**src/sv/skvt_pkg.sv**
```systemverilog
`default_nettype none
// ----------------------------------------------------------------------------
// skvt_pkg: shared types and codes for the sorted key/value table
// Command and status codes of the item channel, and the command/status
// bundle between the controller and the datapath.
// ----------------------------------------------------------------------------
package skvt_pkg;

  // Item commands
  localparam logic [1:0] CMD_INSERT  = 2'd0;
  localparam logic [1:0] CMD_REM_KEY = 2'd1;
  localparam logic [1:0] CMD_REM_VAL = 2'd2;
  localparam logic [1:0] CMD_LOOKUP  = 2'd3;

  // Result status codes
  localparam logic [1:0] ST_OK        = 2'd0;
  localparam logic [1:0] ST_NOT_FOUND = 2'd1;
  localparam logic [1:0] ST_FULL      = 2'd2;

  // Datapath operations issued by the controller, one per cycle
  typedef enum logic [3:0] {
    DP_NOP,
    DP_LOAD,    // capture the item, set up the scan
    DP_READ,    // read the entry under the scan index
    DP_SHIFT,   // insert: move the entry read one slot up
    DP_PLACE,   // insert: write the new entry into the gap
    DP_KEEP,    // remove: copy the entry read down to the write pointer
    DP_DROP,    // remove: skip the entry read and count it
    DP_SKIP,    // look up: no match, advance
    DP_HIT,     // look up: capture the matching value
    DP_FINISH   // load the result register
  } dp_op_t;

  // Datapath status seen by the controller
  typedef struct packed {
    logic [1:0] cmd;
    logic       full;
    logic       scan_done;
    logic       key_ge;
    logic       key_eq;
    logic       drop;
    logic       out_busy;
  } dp_status_t;

endpackage : skvt_pkg
`default_nettype wire

```
**src/sv/sorted_key_value_table_top.sv**
```systemverilog
`default_nettype none
// ----------------------------------------------------------------------------
// sorted_key_value_table_top: sorted key/value table
// Up to DEPTH entries kept in ascending key order with duplicate keys;
// insert, remove first by key, remove all by value and look up by key.
// ----------------------------------------------------------------------------
// One item is worked at a time; the input stalls from acceptance until its
// result is loaded into the output register, which then waits on out_stall
// while the next item is already taken. The entries sit in a memory with
// one write port and one registered read port. Each item is loaded, then
// every entry examined is read, then evaluated and written back, and last
// the result is loaded.
// ----------------------------------------------------------------------------
module sorted_key_value_table_top #(
  parameter int DEPTH      = 64,
  parameter int KEY_BITS   = 16,
  parameter int VALUE_BITS = 16
) (
  input  wire logic                          clk,
  input  wire logic                          rst_n,
  input  wire logic                          in_valid,
  output logic                               in_stall,
  input  wire logic [1:0]                    in_cmd,
  input  wire logic [KEY_BITS-1:0]           in_key,
  input  wire logic [VALUE_BITS-1:0]         in_value,
  output logic                               out_valid,
  input  wire logic                          out_stall,
  output logic [1:0]                         out_status,
  output logic [VALUE_BITS-1:0]              out_found_value,
  output logic [$clog2(DEPTH + 1)-1:0]       out_removed_count,
  output logic [$clog2(DEPTH + 1)-1:0]       out_occupancy
);
  import skvt_pkg::*;

  localparam int CW = $clog2(DEPTH + 1);

  dp_op_t     dp_op;
  dp_status_t dp_st;

  // Sequence each item
  skvt_ctrl u_ctrl (
    .clk      (clk),
    .rst_n    (rst_n),
    .in_valid (in_valid),
    .in_stall (in_stall),
    .dp_st    (dp_st),
    .dp_op    (dp_op)
  );

  // Hold the entries and build the result
  skvt_dp #(
    .DEPTH      (DEPTH),
    .KEY_BITS   (KEY_BITS),
    .VALUE_BITS (VALUE_BITS),
    .CW         (CW)
  ) u_dp (
    .clk               (clk),
    .rst_n             (rst_n),
    .dp_op             (dp_op),
    .dp_st             (dp_st),
    .in_cmd            (in_cmd),
    .in_key            (in_key),
    .in_value          (in_value),
    .out_valid         (out_valid),
    .out_stall         (out_stall),
    .out_status        (out_status),
    .out_found_value   (out_found_value),
    .out_removed_count (out_removed_count),
    .out_occupancy     (out_occupancy)
  );

endmodule : sorted_key_value_table_top
`default_nettype wire

```
**src/sv/skvt_ctrl.sv**
```systemverilog
`default_nettype none
// ----------------------------------------------------------------------------
// skvt_ctrl: command sequencer of the sorted key/value table
// Walks each item through load, entry-by-entry read and evaluate, and
// result hand-off, issuing one datapath operation per cycle.
// ----------------------------------------------------------------------------
module skvt_ctrl (
  input  wire logic                clk,
  input  wire logic                rst_n,
  input  wire logic                in_valid,
  output logic                     in_stall,
  input  wire skvt_pkg::dp_status_t dp_st,
  output skvt_pkg::dp_op_t         dp_op
);
  import skvt_pkg::*;

  typedef enum logic [1:0] {
    S_IDLE,
    S_CHECK,
    S_EVAL,
    S_FIN
  } state_t;

  state_t state_r, state_nxt;

  // Pick the datapath operation and next state
  always_comb begin
    state_nxt = state_r;
    dp_op     = DP_NOP;
    unique case (state_r)
      S_IDLE: begin
        if (in_valid) begin
          dp_op     = DP_LOAD;
          state_nxt = S_CHECK;
        end
      end
      S_CHECK: begin
        if (dp_st.cmd == CMD_INSERT && dp_st.full) begin
          state_nxt = S_FIN;
        end else if (dp_st.scan_done) begin
          if (dp_st.cmd == CMD_INSERT) begin
            dp_op = DP_PLACE;
          end
          state_nxt = S_FIN;
        end else begin
          dp_op     = DP_READ;
          state_nxt = S_EVAL;
        end
      end
      S_EVAL: begin
        case (dp_st.cmd) inside
          CMD_INSERT: begin
            if (dp_st.key_ge) begin
              dp_op     = DP_SHIFT;
              state_nxt = S_CHECK;
            end else begin
              dp_op     = DP_PLACE;
              state_nxt = S_FIN;
            end
          end
          CMD_REM_KEY, CMD_REM_VAL: begin
            dp_op     = dp_st.drop ? DP_DROP : DP_KEEP;
            state_nxt = S_CHECK;
          end
          default: begin
            if (dp_st.key_eq) begin
              dp_op     = DP_HIT;
              state_nxt = S_FIN;
            end else begin
              dp_op     = DP_SKIP;
              state_nxt = S_CHECK;
            end
          end
        endcase
      end
      S_FIN: begin
        if (!dp_st.out_busy) begin
          dp_op     = DP_FINISH;
          state_nxt = S_IDLE;
        end
      end
      default: state_nxt = S_IDLE;
    endcase
  end

  // Hold state
  always_ff @(posedge clk) begin
    if (!rst_n) begin
      state_r <= S_IDLE;
    end else begin
      state_r <= state_nxt;
    end
  end

  assign in_stall = (state_r != S_IDLE);

  // A result is loaded only when the output slot is free
  a_fin_free: assert property (@(posedge clk) disable iff (!rst_n)
    dp_op == DP_FINISH |-> !dp_st.out_busy)
    else $error("result loaded into a busy output slot");

  // Each accepted item leads to the scan check next cycle
  a_load_check: assert property (@(posedge clk) disable iff (!rst_n)
    in_valid && !in_stall |=> state_r == S_CHECK)
    else $error("accepted item did not start a scan");

  // Insert into a full table never writes an entry
  a_full_noplace: assert property (@(posedge clk) disable iff (!rst_n)
    state_r == S_CHECK && dp_st.cmd == CMD_INSERT && dp_st.full |-> dp_op == DP_NOP)
    else $error("write issued on insert into a full table");

endmodule : skvt_ctrl
`default_nettype wire

```
**src/sv/skvt_dp.sv**
```systemverilog
`default_nettype none
// ----------------------------------------------------------------------------
// skvt_dp: storage and datapath of the sorted key/value table
// Entry memory with one write and one registered read port, scan index,
// compaction write pointer, occupancy count and the result register.
// ----------------------------------------------------------------------------
module skvt_dp #(
  parameter int DEPTH      = 64,
  parameter int KEY_BITS   = 16,
  parameter int VALUE_BITS = 16,
  parameter int CW         = $clog2(DEPTH + 1)
) (
  input  wire logic                  clk,
  input  wire logic                  rst_n,
  input  wire skvt_pkg::dp_op_t      dp_op,
  output skvt_pkg::dp_status_t       dp_st,
  input  wire logic [1:0]            in_cmd,
  input  wire logic [KEY_BITS-1:0]   in_key,
  input  wire logic [VALUE_BITS-1:0] in_value,
  output logic                       out_valid,
  input  wire logic                  out_stall,
  output logic [1:0]                 out_status,
  output logic [VALUE_BITS-1:0]      out_found_value,
  output logic [CW-1:0]              out_removed_count,
  output logic [CW-1:0]              out_occupancy
);
  import skvt_pkg::*;

  localparam int AW = (DEPTH > 1) ? $clog2(DEPTH) : 1;
  localparam int EW = KEY_BITS + VALUE_BITS;

  // Entry memory: key in the upper bits, value in the lower
  logic [EW-1:0] mem [DEPTH];
  logic [EW-1:0] rd_r;
  logic [AW-1:0] rd_addr;
  logic [AW-1:0] wr_addr;
  logic [EW-1:0] wr_data;
  logic          wr_en;

  logic [1:0]            cmd_r;
  logic [KEY_BITS-1:0]   key_r;
  logic [VALUE_BITS-1:0] value_r;
  logic                  full_r;
  logic                  hit_r;
  logic [VALUE_BITS-1:0] found_r;
  logic [CW-1:0]         count_r;
  logic [CW-1:0]         idx_r;
  logic [CW-1:0]         w_r;
  logic [CW-1:0]         removed_r;

  logic                  out_valid_r;
  logic [1:0]            out_status_r;
  logic [VALUE_BITS-1:0] out_found_r;
  logic [CW-1:0]         out_removed_r;
  logic [CW-1:0]         out_occ_r;

  logic [KEY_BITS-1:0]   rd_key;
  logic [VALUE_BITS-1:0] rd_value;

  assign rd_key   = rd_r[EW-1:VALUE_BITS];
  assign rd_value = rd_r[VALUE_BITS-1:0];

  // Insert scans down from the top entry, the others scan up from zero
  assign rd_addr = (cmd_r == CMD_INSERT) ? AW'(idx_r - CW'(1)) : AW'(idx_r);

  // Select the memory write for this operation
  always_comb begin
    wr_en   = 1'b0;
    wr_addr = AW'(idx_r);
    wr_data = rd_r;
    case (dp_op)
      DP_SHIFT: wr_en = 1'b1;
      DP_PLACE: begin
        wr_en   = 1'b1;
        wr_data = {key_r, value_r};
      end
      DP_KEEP: begin
        wr_en   = 1'b1;
        wr_addr = AW'(w_r);
      end
      default: wr_en = 1'b0;
    endcase
  end

  // Write and read the entry memory
  always_ff @(posedge clk) begin
    if (wr_en) begin
      mem[wr_addr] <= wr_data;
    end
    rd_r <= mem[rd_addr];
  end

  // Status toward the controller
  always_comb begin
    dp_st.cmd       = cmd_r;
    dp_st.full      = full_r;
    dp_st.scan_done = (cmd_r == CMD_INSERT) ? (idx_r == '0) : (idx_r == count_r);
    dp_st.key_ge    = (rd_key >= key_r);
    dp_st.key_eq    = (rd_key == key_r);
    dp_st.drop      = ((cmd_r == CMD_REM_KEY) && (rd_key == key_r) && (removed_r == '0)) ||
                      ((cmd_r == CMD_REM_VAL) && (rd_value == value_r));
    dp_st.out_busy  = out_valid_r && out_stall;
  end

  // Advance the scan registers
  always_ff @(posedge clk) begin
    if (!rst_n) begin
      cmd_r     <= CMD_LOOKUP;
      count_r   <= '0;
      idx_r     <= '0;
      w_r       <= '0;
      removed_r <= '0;
      full_r    <= 1'b0;
      hit_r     <= 1'b0;
    end else begin
      case (dp_op)
        DP_LOAD: begin
          cmd_r     <= in_cmd;
          key_r     <= in_key;
          value_r   <= in_value;
          idx_r     <= (in_cmd == CMD_INSERT) ? count_r : '0;
          w_r       <= '0;
          removed_r <= '0;
          full_r    <= (count_r == CW'(DEPTH));
          hit_r     <= 1'b0;
          found_r   <= '0;
        end
        DP_SHIFT: idx_r <= idx_r - CW'(1);
        DP_PLACE: count_r <= count_r + CW'(1);
        DP_KEEP: begin
          w_r   <= w_r + CW'(1);
          idx_r <= idx_r + CW'(1);
        end
        DP_DROP: begin
          removed_r <= removed_r + CW'(1);
          idx_r     <= idx_r + CW'(1);
        end
        DP_SKIP: idx_r <= idx_r + CW'(1);
        DP_HIT: begin
          hit_r   <= 1'b1;
          found_r <= rd_value;
        end
        DP_FINISH: begin
          if (cmd_r == CMD_REM_KEY || cmd_r == CMD_REM_VAL) begin
            count_r <= w_r;
          end
        end
        default: ;
      endcase
    end
  end

  // Load the result register; drop it once the beat is taken
  always_ff @(posedge clk) begin
    if (!rst_n) begin
      out_valid_r <= 1'b0;
    end else if (dp_op == DP_FINISH) begin
      out_valid_r <= 1'b1;
    end else if (out_valid_r && !out_stall) begin
      out_valid_r <= 1'b0;
    end
  end

  always_ff @(posedge clk) begin
    if (dp_op == DP_FINISH) begin
      out_removed_r <= removed_r;
      out_found_r   <= hit_r ? found_r : '0;
      case (cmd_r)
        CMD_INSERT: begin
          out_status_r <= full_r ? ST_FULL : ST_OK;
          out_occ_r    <= count_r;
        end
        CMD_REM_KEY: begin
          out_status_r <= (removed_r == '0) ? ST_NOT_FOUND : ST_OK;
          out_occ_r    <= w_r;
        end
        CMD_REM_VAL: begin
          out_status_r <= ST_OK;
          out_occ_r    <= w_r;
        end
        default: begin
          out_status_r <= hit_r ? ST_OK : ST_NOT_FOUND;
          out_occ_r    <= count_r;
        end
      endcase
    end
  end

  assign out_valid         = out_valid_r;
  assign out_status        = out_status_r;
  assign out_found_value   = out_found_r;
  assign out_removed_count = out_removed_r;
  assign out_occupancy     = out_occ_r;

  // Occupancy never exceeds the capacity
  a_count_max: assert property (@(posedge clk) disable iff (!rst_n)
    count_r <= CW'(DEPTH))
    else $error("occupancy above capacity");

  // Compaction: every entry read is either kept or counted as removed
  a_compact: assert property (@(posedge clk) disable iff (!rst_n)
    (cmd_r == CMD_REM_KEY || cmd_r == CMD_REM_VAL) |->
      ((CW+1)'(removed_r) + (CW+1)'(w_r)) == (CW+1)'(idx_r))
    else $error("compaction pointers out of step");

  // Remove by key takes out at most one entry
  a_rem_one: assert property (@(posedge clk) disable iff (!rst_n)
    cmd_r == CMD_REM_KEY |-> removed_r <= CW'(1))
    else $error("remove by key dropped more than one entry");

endmodule : skvt_dp
`default_nettype wire

```
**config.mk**
```make
export PLATFORM = sky130hd
export DESIGN_NAME = sorted_key_value_table_top
export DESIGN_NICKNAME = d
export VERILOG_FILES = /design/src/sv/skvt_pkg.sv /design/src/sv/sorted_key_value_table_top.sv /design/src/sv/skvt_ctrl.sv /design/src/sv/skvt_dp.sv
export SDC_FILE = /design/constraint.sdc
export NUM_CORES = 2
export LEC_CHECK = 0
export BUFFER_PORTS_ARGS = -buffer_cell sky130_fd_sc_hd__buf_4
export CAP_MARGIN = 20
export CORE_MARGIN = 2
export CORE_UTILIZATION = 50
export CTS_CLUSTER_SIZE = 16
export DETAILED_ROUTE_END_ITERATION = 8
export PLACE_DENSITY = 0.72
export SLEW_MARGIN = 5
export SYNTH_ARGS = -nofsm -noshare
export SYNTH_HDL_FRONTEND = slang
export SYNTH_SLANG_ARGS = --single-unit
```
**constraint.sdc**
```tcl
create_clock -name clk -period 9.8 [get_ports clk]
set_input_delay 0 -clock clk [delete_from_list [all_inputs] [get_ports clk]]
set_output_delay 0 -clock clk [all_outputs]
set_load 0.05 [all_outputs]
```
# --- Yosys cells after proc, flatten, opt, wreduce, memory -nomap -nowiden ---
# Memory sizes are Yosys's and may differ from the RTL's. A register that Yosys moved wholly into a read port is not among the register bits.
# Index checks and enable logic that the tools add are counted.
op_classes:
  n_addsub: 5
  n_mul: 0
  n_div: 0
  order_cmp: 1
  eq_ne: 20
  shifts: 0
  n_mux: 42
  bitwise_logic: 0
  n_reduce_logical: 28
op_table:
  columns: ["operator", "n"]
  rows:
  - ["$pmux W7 S2", 3]
  - ["$eq A16 B16 Y1", 2]
  - ["$mux W32", 1]
  - ["$pmux W16 S2", 1]
  - ["$add A7 B1 Y7 const B", 4]
  - ["$mux W7", 3]
  - ["$pmux W7 S3", 1]
  - ["$mux W4", 5]
  - ["$mux W2", 9]
  - ["$eq A4 B3 Y1 const B", 4]
  - ["$ge A16 B16 Y1", 1]
  - ["$pmux W4 S4", 1]
  - ["$logic_not A7 Y1", 2]
  - ["$mux W6", 2]
  - ["$reduce_bool A2 Y1", 6]
  - ["$mux W1", 10]
  - ["$mux W3", 3]
  - ["$eq A4 B4 Y1 const B", 2]
  - ["$pmux W2 S4", 1]
  - ["$reduce_and A2 Y1", 4]
  - ["$eq A7 B7 Y1", 1]
  - ["$eq A7 B7 Y1 const B", 1]
  - ["$sub A7 B1 Y7 const B", 1]
  - ["$eq A2 B2 Y1 const B", 3]
  - ["other kinds (14)", 25]
totals:
  ff_bits: 115
  latchBits: 0
  ramBits: 2048
  romBits: 0
  in_bits: 38
  out_inout_bits: 34
  wordCells: 113
  mem_count: 1
memory_table:
  columns: ["memory", "words", "width", "rd", "rd_ports_with_merged_regs", "wr", "line_no", "source"]
  rows:
  - ["u_dp.mem", 64, 32, 1, 1, 1, "skvt_dp.sv:33", "logic [EW-1:0] mem [DEPTH];"]

# --- Depth between registers and ports, before layout ---
logic_depth:
  depth_word: 13
  mapped_depth: 13
  mapped_depth_nobuf: 10

# --- Modules after synthesis ---
# Synthesis repeated with hierarchy kept, for this count alone.
hier_totals:
  hier_cells: 6180
  hier_area_um2: 105105.8
by_module_without_submodules:
  columns: ["module", "instances", "cells_each", "area_per_inst_um2", "seq_area_each_um2"]
  rows:
  - ["skvt_dp", 1, 6147, 104864.3, 65202.5]
  - ["skvt_ctrl", 1, 33, 241.5, 40.0]

# --- Worst setup path after synthesis ---
# No wires, ideal clock.
synth_path:
  path_type: "reg2reg"
  from: "register u_dp.key_r[15]"
  to: "memory u_dp.mem[0][17] (netlist bit), data pin"
  setup_ns: 0.702
  t_arrival_ns: 5.006
  t_required_ns: 9.098
  slack_ns: 4.092
  path_stages_with_launch: 13
  synth_period_minus_slack_ns: 5.708
  path_cell_list: "edfxtp_1 -> inv_1 -> ha_1 -> and4_1 -> nand3_1 -> or2_2 -> clkbuf_1 -> o21ai_0 -> mux2_2 -> buf_2 -> buf_2 -> clkbuf_1 -> o21ai_0"
synth_via:
  elab_chain_cells: 10
  elab_cells_between_ends: 13
synth_rtl:
  columns: ["element", "line_no", "source"]
  rows:
  - ["start: declaration", "skvt_dp.sv:41", "logic [KEY_BITS-1:0] key_r;"]
  - ["start signal: assignment", "skvt_dp.sv:119", "key_r <= in_key;"]
  - ["branches (longest 6 deep; another with $ge A16 B16 Y1)", null, null]
  - ["$mux W4 (*)", "skvt_ctrl.sv:51", "case (dp_st.cmd) inside"]
  - ["$pmux W4 S4 (*)", "skvt_ctrl.sv:30", "unique case (state_r)"]
  - ["$eq A4 B3 Y1 (*)", "skvt_dp.sv:71", "case (dp_op)"]
  - ["$mux W32 (*)", "skvt_dp.sv:71", null]
  - ["via u_dp.wr_data[17]", "skvt_dp.sv:37", "logic [EW-1:0] wr_data;"]
  - ["end: declaration", "skvt_dp.sv:33", null]
# Mark *: on every way through the listed nets, which the timed path passes.

# --- Final worst setup path ---
layout_path:
  from: "register u_dp.key_r[11]"
  to: "memory u_dp.mem[30][30] (netlist bit), enable pin"
layout_via:
  elab_chain_cells: 13
  elab_cells_between_ends: 19
layout_rtl:
  columns: ["element", "line_no", "source"]
  rows:
  - ["branches (longest 6 deep; another with $ge A16 B16 Y1)", null, null]
  - ["$mux W4 (*)", "skvt_ctrl.sv:51", null]
  - ["$pmux W4 S4 (*)", "skvt_ctrl.sv:30", null]
  - ["$eq A4 B3 Y1 or $eq A4 B2 Y1 (tied branches)", "skvt_dp.sv:71", null]
  - ["$reduce_or A3 Y1 (no line)", null, null]
  - ["$mux W1", "skvt_dp.sv:71", null]
  - ["$mux W1", "skvt_dp.sv:87", "if (wr_en) begin"]
  - ["$mux W1 (not written as such)", "skvt_dp.sv:88", "mem[wr_addr] <= wr_data;"]
# Mark *: on every way between the ends.

==> results by group <==
Floorplan
  • Placement Rows: 150
  • Core Region: 167,600 um2
  • Boundary Pins: roughly 70
  • Die area: approximately 170,000 um2
  • Height of the die: approximately 420 um
  • Die X: 415.2 um
  • Starting Density: 0.5045

Yosys
  • Synthesis Warnings: 0
  • Mux contribution to synthesized area: 0.1823
  • Post-synthesis adder-cell area fraction: 0.003995
  • Mapped Cells: ~3,600
  • XOR/XNOR Fraction of Synth Area: 0.003300
  • Number of synthesized flops with an enable pin: 2,128
  • Post-synthesis simple-gate area fraction: 0.01697
  • Cell Area, Synth: between 80,000 and 90,000 um2
  • Sequential share of the synthesized area: 0.7716
  • Ys flop type: edfxtp_1
  • Syn avg cell area: roughly 23 um2
  • Post-synthesis register bit count: 2,195
  • Largest family of logic cells by synthesized area: multiplexers
  • Netlist cell types: 58
  • Complex-gate fraction of the synthesized area: 0.01094
  • Net Count, Synth: 3,677
  • Ys async rst share: 0

Detailed routing
  • Post-route ant nets: 0
  • Drt total wl: slightly above 200 mm
  • Routed len/inst: 32.12 um
  • Drt first pass iters: 5
  • Via count: approximately 40,000
  • Vias per std cell: roughly 6.4
  • DRC: 0
  • Iteration-0 DRC Markers: between 5,000 and 6,000

Cells and area
  • Layout area overhead: 14.52%
  • Fillers: 11,441
  • Leading cell type in the layout, fill and taps excluded: edfxtp_1
  • Most frequent cells in the layout: edfxtp_1 (2,128), mux4_2 (669), clkbuf_16 (210)
  • Layout cells sized above 1: 0.3127
  • Final net count: 3,976
  • Area occupied by multi-input gates: 19,190 um2
  • FF/Latch Area: 65,240 um2

STA
  • Max frequency: 197.9 MHz
  • Worst Clk Skew: around 0.075 ns
  • Final setup margin: 4.747 ns
  • Worst hold margin: 0.1261 ns
  • Setup Viol. Count Final: 0
  • Tcrit/Tclk final: 0.5156
  • RSZ-0062 raised after global routing: no
  • Final Max Tran Viols: 0
  • Final Critical Period: 5.053 ns
  • Setup TNS Final: 0 ns
  • Slew Limit Headroom: 0.1928
  • Fin. Hold Viols: 0
  • Worst-Margin Slew: 1.211 ns

Power and ir drop
  • Max VDD drop: about 0.00018 V
  • PwrDens: roughly 250 nW/um2
  • Leak Pwr: 30.98 nW
  • Tot Pwr: 24.38 mW

Worst setup path
  • Worst endpoint required time: 10.29 ns
  • Endpoint class of the critical path: flip-flop
  • Critical path launch point type: flip-flop
  • Critical Path AT: ~5.5 ns
  • Crit Path Class: flip-flop to flip-flop
  • Critical Path Fanout Max: 22

Hold path
  • HP Class: input pin to flip-flop

Global routing
  • Largest net degree at the start of global routing: 150
  • Vias in the first global route: ~40,000
  • Antenna violations before repair: 15
  • Global-route wire length before repair: roughly 290 mm
  • Gr usage total: 0.2363
  • Gr ovfl total: 0

Clocking
  • CTS tree: done
  • Worst-path clk slew: 0.07 ns
  • Post-cts sizing count: 0
  • Clk Latency, worst-skew pair: 0.87 ns
  • Root Driver: clkbuf_16
  • Num Clock Sinks: 2,195
  • Total CTS buffers: 209
  • Clock Tree Buf Depth: 3
  • H-Tree Depth: 4

Place
  • DP HPWL: approximately 110 mm
  • Number of port buffers: 71
  • Final RePlAce weighted congestion: roughly 0.90
  • Place WS: 4.876 ns

Run
  • Max Cap Violations: 0

Status
  • Status: complete, no violations
[final timing paths]
kind / from / to / slack [ns] / cells past startpoint
setup / recovery: u_dp.key_r[11]$_DFFE_PP_ / u_dp.mem[30][30]$_DFFE_PP_ / 4.75 / 11
hold / removal: rst_n / u_dp.removed_r[3]$_SDFFE_PN0P_ / 0.13 / 3
setup reg to reg: u_dp.key_r[11]$_DFFE_PP_ / u_dp.mem[30][30]$_DFFE_PP_ / 4.75 / 11
hold reg to reg: u_dp.removed_r[6]$_SDFFE_PN0P_ / u_dp.out_removed_count[6]$_DFFE_PP_ / 0.48 / 0
[registers in the layout, summed over array words and instances (netlist names), 2 cells and up]
name	cells
u_ctrl.state_r	2
u_dp.cmd_r	2
u_dp.count_r	7
u_dp.found_r	16
u_dp.idx_r	7
u_dp.key_r	16
u_dp.mem	2048
u_dp.out_found_value	16
u_dp.out_occupancy	7
u_dp.out_removed_count	7
u_dp.out_status	2
u_dp.rd_r	32
u_dp.removed_r	7
u_dp.value_r	16
u_dp.w_r	7
[metal layers]
metal | global-route usage | part of all wire
met5 | 0 | 0.00018
met3 | 0.07577 | 0.12
met2 | 0.3592 | 0.48
met1 | 0.3291 | 0.38
met4 | 0.07343 | 0.027
[area by class of cell]
| cell class | instances | area share |
|---|---|---|
| Inverter | 35 | 0.001357 |
| Clock inverter | 143 | 0.01513 |
| Timing Repair Buffer | 273 | 0.02693 |
| Multi-Input combinational cell | 1197 | 0.1982 |
| Antenna cell | 4 | 0.0001034 |
| Clock buffer | 251 | 0.05606 |
| Sequential cell | 2195 | 0.6737 |
| Tap cell | 2204 | 0.02848 |
[Yosys cell counts, types with 8 or more instances]
cell type,count,area (um2)
clkbuf_1,93,349.1
nor3_1,12,60.06
ha_1,27,337.8
inv_1,35,131.4
and3_1,11,68.82
xnor2_1,17,148.9
edfxtp_1,2128,63900
dfxtp_1,67,1341
nand4_1,12,75.07
or3_1,8,50.05
o21ai_0,46,230.2
nand2_1,62,232.7
nor2_1,93,349.1
mux4_2,669,15070
buf_1,20,75.07
a21boi_0,10,75.07
a21oi_1,33,165.2
nor4_1,9,56.30
xor2_1,13,113.9
mux2i_1,11,110.1
buf_2,68,340.3
nand3_1,14,70.07
and2_1,38,237.7
mux2_2,21,236.5
[where the power goes]
| part | total, mW | internal (mW) | switching (mW) |
|---|---|---|---|
| Combinational | 4.20 | 1.41 | 2.79 |
| Sequential | 12.1 | 11.9 | 0.178 |
| Clock | 8.07 | 4.57 | 3.50 |
[cells by family (layout without fill, tap and decap cells)]
| kind of cell | after synthesis | after routing |
|---|---|---|
| mux | 701 | 701 |
| flops | 2195 | 2195 |
| simple gates | 290 | 290 |
| compound gates | 148 | 148 |
| xor+xnor | 31 | 31 |
| fa+ha+maj | 27 | 27 |
| other cells | 0 | 4 |
| buf+inv | 220 | 702 |
[metrics by stage]
stage,instances,util,instance area (um2)
floorplan,3612,-,84560
global placement,5808,0.5296,88770
detailed placement,5818,0.5309,88980
CTS,6289,0.5767,96650
global route,6298,0.5777,96830
finish,6302,0.5778,96840
[critical path, cell delays in order (launching register included)]
cell      delay [ns]
edfxtp_1        0.38
inv_1           0.13
ha_1            0.28
a21oi_1         0.16
o21ai_0         0.14
a21oi_1         0.86
nand4_1         0.26
mux2_4          0.46
a21oi_1         0.44
o22ai_2         0.47
nor2_4          0.51
buf_4           0.50
[what timing repair did]
action,4_1_cts,5_1_grt
hold buffers,77,0
endpoints found under the setup margin,0,0
endpoints found under the hold margin,83,0
setup buffers,0,0
Note: power is estimated with default switching activity, not from simulation.
